--- src/skl_pkg.sv ---
// ----------------------------------------------------------------------------
// skl_pkg
// Shared constants, codes and types for the sorted key list.
// ----------------------------------------------------------------------------
package skl_pkg;

  // number of cells in the chain
  localparam int DEPTH = 32;

  localparam int KEY_W  = 16;
  localparam int KIND_W = 3;
  localparam int STAT_W = 2;
  localparam int POS_W  = 6;

  // index of a cell, and a count that can reach DEPTH
  localparam int IDX_W = (DEPTH > 1) ? $clog2(DEPTH) : 1;
  localparam int CNT_W = $clog2(DEPTH + 1);

  // operation codes
  localparam logic [KIND_W-1:0] KIND_INSERT = 3'd0;
  localparam logic [KIND_W-1:0] KIND_DELETE = 3'd1;
  localparam logic [KIND_W-1:0] KIND_SEARCH = 3'd2;
  localparam logic [KIND_W-1:0] KIND_FIRST  = 3'd3;
  localparam logic [KIND_W-1:0] KIND_LAST   = 3'd4;

  // status codes
  localparam logic [STAT_W-1:0] STAT_OK        = 2'd0;
  localparam logic [STAT_W-1:0] STAT_EMPTY     = 2'd1;
  localparam logic [STAT_W-1:0] STAT_NOT_FOUND = 2'd2;
  localparam logic [STAT_W-1:0] STAT_FULL      = 2'd3;

  // broadcast from the controller to every cell
  typedef struct packed {
    logic                    cmp;      // capture compare flags
    logic signed [KEY_W-1:0] cmp_key;  // key to compare against
    logic                    ins;      // commit an insert
    logic                    del;      // commit a delete
    logic signed [KEY_W-1:0] new_key;  // key being inserted
  } cell_ctrl_t;

  // zero-extend or truncate a count to the position field
  function automatic logic [POS_W-1:0] to_pos(input logic [CNT_W-1:0] c);
    logic [CNT_W+POS_W-1:0] wide;
    wide = {{POS_W{1'b0}}, c};
    return wide[POS_W-1:0];
  endfunction

endpackage

--- src/skl_if.sv ---
// ----------------------------------------------------------------------------
// skl_cmd_if / skl_rsp_if
// Valid/ready channels carrying command beats and response beats.
// ----------------------------------------------------------------------------
interface skl_cmd_if;
  logic                                 valid;
  logic                                 ready;
  logic [skl_pkg::KIND_W-1:0]           kind;
  logic signed [skl_pkg::KEY_W-1:0]     key;

  modport source (output valid, kind, key, input ready);
  modport sink   (input valid, kind, key, output ready);
endinterface

interface skl_rsp_if;
  logic                                 valid;
  logic                                 ready;
  logic [skl_pkg::STAT_W-1:0]           status;
  logic signed [skl_pkg::KEY_W-1:0]     value;
  logic [skl_pkg::POS_W-1:0]            position;

  modport source (output valid, status, value, position, input ready);
  modport sink   (input valid, status, value, position, output ready);
endinterface

--- src/skl_cell.sv ---
// ----------------------------------------------------------------------------
// skl_cell
// One slot of the sorted chain: holds a key and its valid flag, compares
// against the broadcast key and shifts towards either neighbour.
// ----------------------------------------------------------------------------
module skl_cell (
  input  logic                              clk,
  input  logic                              rst,
  input  skl_pkg::cell_ctrl_t               ctrl,
  input  logic                              left_lt,
  input  logic                              left_valid,
  input  logic signed [skl_pkg::KEY_W-1:0]  left_key,
  input  logic                              right_valid,
  input  logic signed [skl_pkg::KEY_W-1:0]  right_key,
  output logic signed [skl_pkg::KEY_W-1:0]  key,
  output logic                              valid,
  output logic                              lt,
  output logic                              eq,
  output logic                              bnd
);

  logic signed [skl_pkg::KEY_W-1:0] key_next;
  logic                             valid_next;

  // first cell whose key is not below the compare key
  assign bnd = left_lt && !lt;

  // shift in from the left on insert, from the right on delete
  always_comb begin
    key_next   = key;
    valid_next = valid;
    if (ctrl.ins) begin
      if (bnd) begin
        key_next   = ctrl.new_key;
        valid_next = 1'b1;
      end else if (!lt) begin
        key_next   = left_key;
        valid_next = left_valid;
      end
    end else if (ctrl.del && !lt) begin
      key_next   = right_key;
      valid_next = right_valid;
    end
  end

  // control flags
  always_ff @(posedge clk) begin
    if (rst) begin
      valid <= 1'b0;
      lt    <= 1'b0;
      eq    <= 1'b0;
    end else begin
      valid <= valid_next;
      if (ctrl.cmp) begin
        lt <= valid && (key < ctrl.cmp_key);
        eq <= valid && (key == ctrl.cmp_key);
      end
    end
  end

  // stored key
  always_ff @(posedge clk) begin
    key <= key_next;
  end

endmodule

--- src/sorted_key_list.sv ---
// ----------------------------------------------------------------------------
// sorted_key_list
// Ascending list of signed keys held in a chain of compare-and-shift cells;
// supports insert, delete, search, read first and read last.
// ----------------------------------------------------------------------------
//
//   channel  dir  payload                      beats
//   cmd      in   kind, key                    one per operation
//   rsp      out  status, value, position      one per cmd beat
//
// On the accepting edge every cell captures its compare flags; in the second
// step the chain shifts and the response register loads. The next command
// is taken while a response still waits. A stalled rsp holds the second
// step until the response register frees. Synchronous reset empties the
// list; stored keys are not cleared.
//
module sorted_key_list (
  input  logic             clk,
  input  logic             rst,
  skl_cmd_if.sink          cmd,
  skl_rsp_if.source        rsp
);

  localparam int DEPTH = skl_pkg::DEPTH;

  logic                              busy;
  logic [skl_pkg::KIND_W-1:0]        op_kind;
  logic signed [skl_pkg::KEY_W-1:0]  op_key;
  logic [skl_pkg::CNT_W-1:0]         entry_count;
  logic [skl_pkg::CNT_W-1:0]         entry_count_next;

  logic                              cmd_fire;
  logic                              commit;
  skl_pkg::cell_ctrl_t               ctrl;

  logic signed [skl_pkg::KEY_W-1:0]  cell_key [DEPTH];
  logic [DEPTH-1:0]                  cell_valid;
  logic [DEPTH-1:0]                  cell_lt;
  logic [DEPTH-1:0]                  cell_eq;
  logic [DEPTH-1:0]                  cell_bnd;

  logic [skl_pkg::IDX_W-1:0]         bnd_idx;
  logic                              hit;
  logic signed [skl_pkg::KEY_W-1:0]  tail_key;
  logic [skl_pkg::CNT_W-1:0]         bnd_pos;
  logic                              full;
  logic                              empty;

  logic [skl_pkg::STAT_W-1:0]        res_status;
  logic signed [skl_pkg::KEY_W-1:0]  res_value;
  logic [skl_pkg::CNT_W-1:0]         res_pos;

  // handshake
  assign cmd.ready = !busy;
  assign cmd_fire  = cmd.valid && cmd.ready;
  assign commit    = busy && (!rsp.valid || rsp.ready);

  assign full  = (entry_count == skl_pkg::CNT_W'(DEPTH));
  assign empty = (entry_count == '0);

  // broadcast to the chain
  always_comb begin
    ctrl.cmp     = cmd_fire;
    ctrl.cmp_key = cmd.key;
    ctrl.new_key = op_key;
    ctrl.ins     = commit && (op_kind == skl_pkg::KIND_INSERT) && !full;
    ctrl.del     = commit && (op_kind == skl_pkg::KIND_DELETE) && hit;
  end

  // cell chain
  for (genvar i = 0; i < DEPTH; i++) begin : g_cell
    logic                             l_lt;
    logic                             l_valid;
    logic signed [skl_pkg::KEY_W-1:0] l_key;
    logic                             r_valid;
    logic signed [skl_pkg::KEY_W-1:0] r_key;

    if (i == 0) begin : g_head
      assign l_lt    = 1'b1;
      assign l_valid = 1'b1;
      assign l_key   = op_key;
    end else begin : g_mid
      assign l_lt    = cell_lt[i-1];
      assign l_valid = cell_valid[i-1];
      assign l_key   = cell_key[i-1];
    end

    if (i == DEPTH - 1) begin : g_tail
      assign r_valid = 1'b0;
      assign r_key   = op_key;
    end else begin : g_body
      assign r_valid = cell_valid[i+1];
      assign r_key   = cell_key[i+1];
    end

    skl_cell u_cell (
      .clk         (clk),
      .rst         (rst),
      .ctrl        (ctrl),
      .left_lt     (l_lt),
      .left_valid  (l_valid),
      .left_key    (l_key),
      .right_valid (r_valid),
      .right_key   (r_key),
      .key         (cell_key[i]),
      .valid       (cell_valid[i]),
      .lt          (cell_lt[i]),
      .eq          (cell_eq[i]),
      .bnd         (cell_bnd[i])
    );
  end

  // boundary index and tail key gathered from the one-hot flags
  always_comb begin
    bnd_idx  = '0;
    tail_key = '0;
    for (int i = 0; i < DEPTH; i++) begin
      if (cell_bnd[i]) begin
        bnd_idx = bnd_idx | skl_pkg::IDX_W'(i);
      end
      if (cell_valid[i] && ((i == DEPTH - 1) || !cell_valid[(i + 1) % DEPTH])) begin
        tail_key = tail_key | cell_key[i];
      end
    end
  end

  assign hit     = |(cell_bnd & cell_eq);
  assign bnd_pos = skl_pkg::CNT_W'(bnd_idx) + skl_pkg::CNT_W'(1);

  // response fields and new count
  always_comb begin
    res_status       = skl_pkg::STAT_OK;
    res_value        = '0;
    res_pos          = '0;
    entry_count_next = entry_count;
    case (op_kind)
      skl_pkg::KIND_INSERT: begin
        if (full) begin
          res_status = skl_pkg::STAT_FULL;
        end else begin
          res_pos          = bnd_pos;
          entry_count_next = entry_count + skl_pkg::CNT_W'(1);
        end
      end
      skl_pkg::KIND_DELETE, skl_pkg::KIND_SEARCH: begin
        if (hit) begin
          res_value = op_key;
          res_pos   = bnd_pos;
          if (op_kind == skl_pkg::KIND_DELETE) begin
            entry_count_next = entry_count - skl_pkg::CNT_W'(1);
          end
        end else begin
          res_status = skl_pkg::STAT_NOT_FOUND;
        end
      end
      skl_pkg::KIND_FIRST: begin
        if (empty) begin
          res_status = skl_pkg::STAT_EMPTY;
        end else begin
          res_value = cell_key[0];
          res_pos   = skl_pkg::CNT_W'(1);
        end
      end
      skl_pkg::KIND_LAST: begin
        if (empty) begin
          res_status = skl_pkg::STAT_EMPTY;
        end else begin
          res_value = tail_key;
          res_pos   = entry_count;
        end
      end
      default: begin
        res_status = skl_pkg::STAT_OK;
      end
    endcase
  end

  // control: busy flag, count, response valid
  always_ff @(posedge clk) begin
    if (rst) begin
      busy        <= 1'b0;
      entry_count <= '0;
      rsp.valid   <= 1'b0;
    end else begin
      if (cmd_fire) begin
        busy <= 1'b1;
      end else if (commit) begin
        busy <= 1'b0;
      end
      if (commit) begin
        entry_count <= entry_count_next;
        rsp.valid   <= 1'b1;
      end else if (rsp.ready) begin
        rsp.valid   <= 1'b0;
      end
    end
  end

  // operation and response payload
  always_ff @(posedge clk) begin
    if (cmd_fire) begin
      op_kind <= cmd.kind;
      op_key  <= cmd.key;
    end
    if (commit) begin
      rsp.status   <= res_status;
      rsp.value    <= res_value;
      rsp.position <= skl_pkg::to_pos(res_pos);
    end
  end

`ifndef SYNTHESIS
  // count never runs past the chain length
  a_count_range: assert property (@(posedge clk) disable iff (rst)
    entry_count <= skl_pkg::CNT_W'(DEPTH))
    else $error("entry count beyond depth");

  // occupied cells always match the count
  a_count_cells: assert property (@(posedge clk) disable iff (rst)
    $countones(cell_valid) == int'(entry_count))
    else $error("valid cells disagree with entry count");

  // at most one insertion point along the chain
  a_bnd_onehot: assert property (@(posedge clk) disable iff (rst)
    busy |-> $onehot0(cell_bnd))
    else $error("more than one boundary cell");

  // an accepted beat always produces a response on its commit
  a_commit_rsp: assert property (@(posedge clk) disable iff (rst)
    commit |=> rsp.valid && !busy)
    else $error("commit without response");
`endif

endmodule
--- src/flat_wrapper.sv ---
// flat-port wrapper written by rule: the top's interface ports become plain ports
module sorted_key_list_flat 
  (clk, rst, cmd_valid, cmd_kind, cmd_key, cmd_ready, rsp_valid, rsp_status, rsp_value, rsp_position, rsp_ready);
  skl_cmd_if cmd_i ();
  skl_rsp_if rsp_i ();
  input  logic clk;
  input  logic rst;
  input wire logic [$bits(cmd_i.valid)-1:0] cmd_valid;
  input wire logic [$bits(cmd_i.kind)-1:0] cmd_kind;
  input wire logic [$bits(cmd_i.key)-1:0] cmd_key;
  output wire logic [$bits(cmd_i.ready)-1:0] cmd_ready;
  output wire logic [$bits(rsp_i.valid)-1:0] rsp_valid;
  output wire logic [$bits(rsp_i.status)-1:0] rsp_status;
  output wire logic [$bits(rsp_i.value)-1:0] rsp_value;
  output wire logic [$bits(rsp_i.position)-1:0] rsp_position;
  input wire logic [$bits(rsp_i.ready)-1:0] rsp_ready;
  assign cmd_i.valid = cmd_valid;
  assign cmd_i.kind = cmd_kind;
  assign cmd_i.key = cmd_key;
  assign cmd_ready = cmd_i.ready;
  assign rsp_valid = rsp_i.valid;
  assign rsp_status = rsp_i.status;
  assign rsp_value = rsp_i.value;
  assign rsp_position = rsp_i.position;
  assign rsp_i.ready = rsp_ready;
  sorted_key_list u_core (.clk(clk), .rst(rst), .cmd(cmd_i), .rsp(rsp_i));
endmodule
--- config.mk ---
export PLATFORM = sky130hd
export DESIGN_NAME = sorted_key_list_flat
export DESIGN_NICKNAME = d
export VERILOG_FILES = /design/src/skl_pkg.sv /design/src/skl_if.sv /design/src/skl_cell.sv /design/src/sorted_key_list.sv /design/src/flat_wrapper.sv
export SDC_FILE = /design/constraint.sdc
export NUM_CORES = 2
export LEC_CHECK = 0
export BUFFER_PORTS_ARGS = -buffer_cell sky130_fd_sc_hd__buf_2
export CORE_UTILIZATION = 42
export DETAILED_ROUTE_END_ITERATION = 8
export PLACE_DENSITY = 0.62
export SLEW_MARGIN = 40
export SYNTH_ARGS = -nofsm -noshare
export SYNTH_HDL_FRONTEND = slang
export SYNTH_SLANG_ARGS = --single-unit
--- constraint.sdc ---
create_clock -name clk -period 10.6 [get_ports clk]
set_input_delay 0.53 -clock clk [delete_from_list [all_inputs] [get_ports clk]]
set_output_delay 0.53 -clock clk [all_outputs]
set_load 0.1 [all_outputs]
==> flow_summary.ini <==
[outcome]
run_status = complete, no violations

[finish]
nFillCells = 10454
post_route_cells_drive_above_1_share = 0.0931
area_growth_syn_to_layout_pct = 9.88
design.final.nets = 5297

[route]
drt_iter0_drc = 7573
number_of_routed_nets_with_antenna_violations = 0
drtPass1Iterations = 6
detailroute.via_count = 44361
detail_route.wirelength_mm = 241
post-route-drc-count = 0
via_per_inst = 7.02
wl_per_cell_um = 38.1

[die]
floorplan.io_pins = 49
die_h_um = 338
core-area_mm2 = 0.111
starting_density_of_the_core = 0.425
dieArea_mm2 = 0.114
die_w_um = 338
fp-row-count = 122

[global_routing]
grt_antenna_before_repair = 22
grt_first_pass_wirelength_mm = 327
maximum_number_of_pins_on_one_net_before_global_route_repair = 241
grt_pass1_vias = 39992
global_route.usage.total = 0.414
grt_overflow_total = 0

[timing]
period_minus_slack_ns = 4.46
worst-slew-pin-transition_ns = 0.982
final-setup-viol-count = 0
hold_viol = 0
max_slew_margin = 0.344
fin_worst_skew_ns = 0.0330
achievable-frequency_ghz = 0.224
final_critical_path_setup_slack_ns = 6.14
finalMaxSlewViolations = 0
unrepaired_setup_endpoints_after_global_routing = false
finalSetupTns_ns = 0
share_of_the_cycle_needed_by_the_critical_path_after_routing = 0.420

[placement]
detailed_place_hpwl_mm = 173
port_buffers = 48
gp_routability_congestion = 1.10
detailedPlace.worstSlack_ns = 6.41

[critical_path]
largest_fanout_on_the_critical_path = 33
crit_arrival_ns = 4.88
critical_path_required_ns = 11.02
endpoint_kind = flip-flop
critPathLaunchType = flip-flop
worst_setup_path_type = flip-flop to flip-flop

[power_and_ir_drop]
worst_ir_drop_vdd_v = 0.000132
power_density_mw_per_mm2 = 123
leakage_nw = 19.4

[yosys]
yosys_register_bits = 659
synth_top_cell_area_share = 0.352
synth_seq_area_share = 0.396
yosysMostFrequentCell = sky130_fd_sc_hd__nand2_1
synthesis.area_mm2 = 0.0473
synth_edf_count = 555
post_synth_num_cell_types = 76
synth.area.top_cells = sky130_fd_sc_hd__edfxtp_1, sky130_fd_sc_hd__ha_1, sky130_fd_sc_hd__mux2i_1, sky130_fd_sc_hd__o21ai_0, sky130_fd_sc_hd__nand2_1
synth_async_sr_flop_share = 0
synth.net_count = 5392
prevailing_post_synth_register_cell = sky130_fd_sc_hd__edfxtp_1
post-synth-top-area-cell = sky130_fd_sc_hd__edfxtp_1
netlist_top_cells_count = sky130_fd_sc_hd__nand2_1, sky130_fd_sc_hd__edfxtp_1, sky130_fd_sc_hd__o21ai_0
synth_area_per_cell_um2 = 9.76
yosys_warnings = 0
postSynthCellCount = 4851

[cts]
cts_tree = built
cts-htree-levels = 3
maximum_number_of_buffers_from_clock_root_to_sink = 3
clock_tree_root_driver_cell = sky130_fd_sc_hd__clkbuf_16
number_of_buffers_created_by_cts = 79
cts-hold-fix-buffers = 0
worst_skew_pair.late_latency_ns = 0.69
clock_sink_count = 659
clk_pin_slew_ns = 0.06
cts.repair.resized = 0
post_cts_buffers = 0

[hold_path]
hold_path.class = input pin to flip-flop

[flow_run]
maxCapViolations = 0
-- layout by cell type (no fill, tap or decap), drive strengths merged, types with 82 or more instances in the layout --
cell type / count
edfxtp: 555
clkbuf: 110
nand4: 135
nand2: 650
nor3: 82
a21o: 99
o21ai: 541
nor2b: 86
inv: 119
buf: 176
dfxtp: 104
mux2i: 455
ha: 517
a21oi: 237
nor2: 128
a22oi: 198
-- per-stage QoR --
stage	total power [mW]	cells	hold WS, ns	utilization	area (um^2)
finish	6.38	6322	0.0245	0.467	52000
global route	6.51	6309	0.0211	0.467	52000
CTS	6.35	6306	0.00586	0.467	51900
detailed placement	3.61	6160	0.443	0.444	49400
global placement	3.59	6157	0.439	0.441	49100
floorplan	3.33	4851	0.427	-	47300
-- registers in the layout (all words and copies together), names as in the netlist --
| signal | flops |
|---|---|
| u_core.rsp.status | 2 |
| u_core.busy | 1 |
| u_core.rsp.value | 16 |
| u_core.op_kind | 3 |
| u_core.entry_count | 6 |
| u_core.rsp.valid | 1 |
| u_core.g_cell.u_cell.eq | 32 |
| u_core.rsp.position | 6 |
| u_core.g_cell.l_key | 16 |
| u_core.g_cell.u_cell.valid | 32 |
| u_core.g_cell.u_cell.key | 512 |
| u_core.g_cell.u_cell.lt | 32 |
-- worst max-delay path, stage by stage (launching register included) --
cell and delay [ns]:
sky130_fd_sc_hd__dfxtp_1 0.61, sky130_fd_sc_hd__nand3b_1 0.54, sky130_fd_sc_hd__nand4_1 0.43, sky130_fd_sc_hd__or4_4 0.70
sky130_fd_sc_hd__o31a_1 0.41, sky130_fd_sc_hd__nor2_4 0.11, sky130_fd_sc_hd__buf_4 0.68, sky130_fd_sc_hd__nor2_1 0.40
sky130_fd_sc_hd__buf_4 0.30
-- final cells by class --
cell class                 count  area (um^2)  area share
inverter                     115          432     0.00830
sequential                   659        18700       0.360
clock buffer                 109         2230      0.0429
timing repair buffer         177         1310      0.0251
tap                         1488         1860      0.0358
clock inverter                37          324     0.00623
multi-input combinational   3724        27100       0.521
antenna                       13         32.5    0.000625
-- cell families (layout without fill, tap and decap cells) --
family / Yosys count / count (layout) / share of synthesized area
other: 0 / 13 / 0
multiplexers: 473 / 473 / 0.100
flip-flops: 659 / 659 / 0.396
adder cells (fa/ha/maj): 518 / 518 / 0.137
AO/OA/AOI/OAI: 1378 / 1378 / 0.187
XOR/XNOR: 6 / 6 / 0.00111
AND/OR/NAND/NOR: 1349 / 1349 / 0.138
buffers and inverters: 468 / 438 / 0.0402
-- report_power, final --
group          switching (mW)  internal (mW)  total, mW
Combinational           0.483          0.190      0.674
Sequential             0.0756           2.84       2.91
Clock                    1.20           1.59       2.80
Total                    1.76           4.62       6.38
-- per-layer routing --
layer,vias up,global-route usage,wire length (um),part of all wire
met5,-,0,89,0.00037
met4,14,0.269,18800,0.078
met3,863,0.119,32000,0.13
met2,3496,0.587,97300,0.40
met1,21630,0.548,92500,0.38
li1,18358,-,-,-
-- path summary, 6_finish.rpt --
kind                          startpoint                        endpoint  slack [ns]  depth (start not counted)
max reg2reg   u_core.g_cell[3].u_cell.lt  u_core.g_cell[0].u_cell.key[8]        6.14                          8
max           u_core.g_cell[3].u_cell.lt  u_core.g_cell[0].u_cell.key[8]        6.14                          8
min                          cmd_kind[2]               u_core.op_kind[2]        0.02                          1
min reg2reg  u_core.g_cell[29].u_cell.eq     u_core.g_cell[29].u_cell.eq        0.46                          2
No activity file was read; power rests on OpenSTA's default activity.
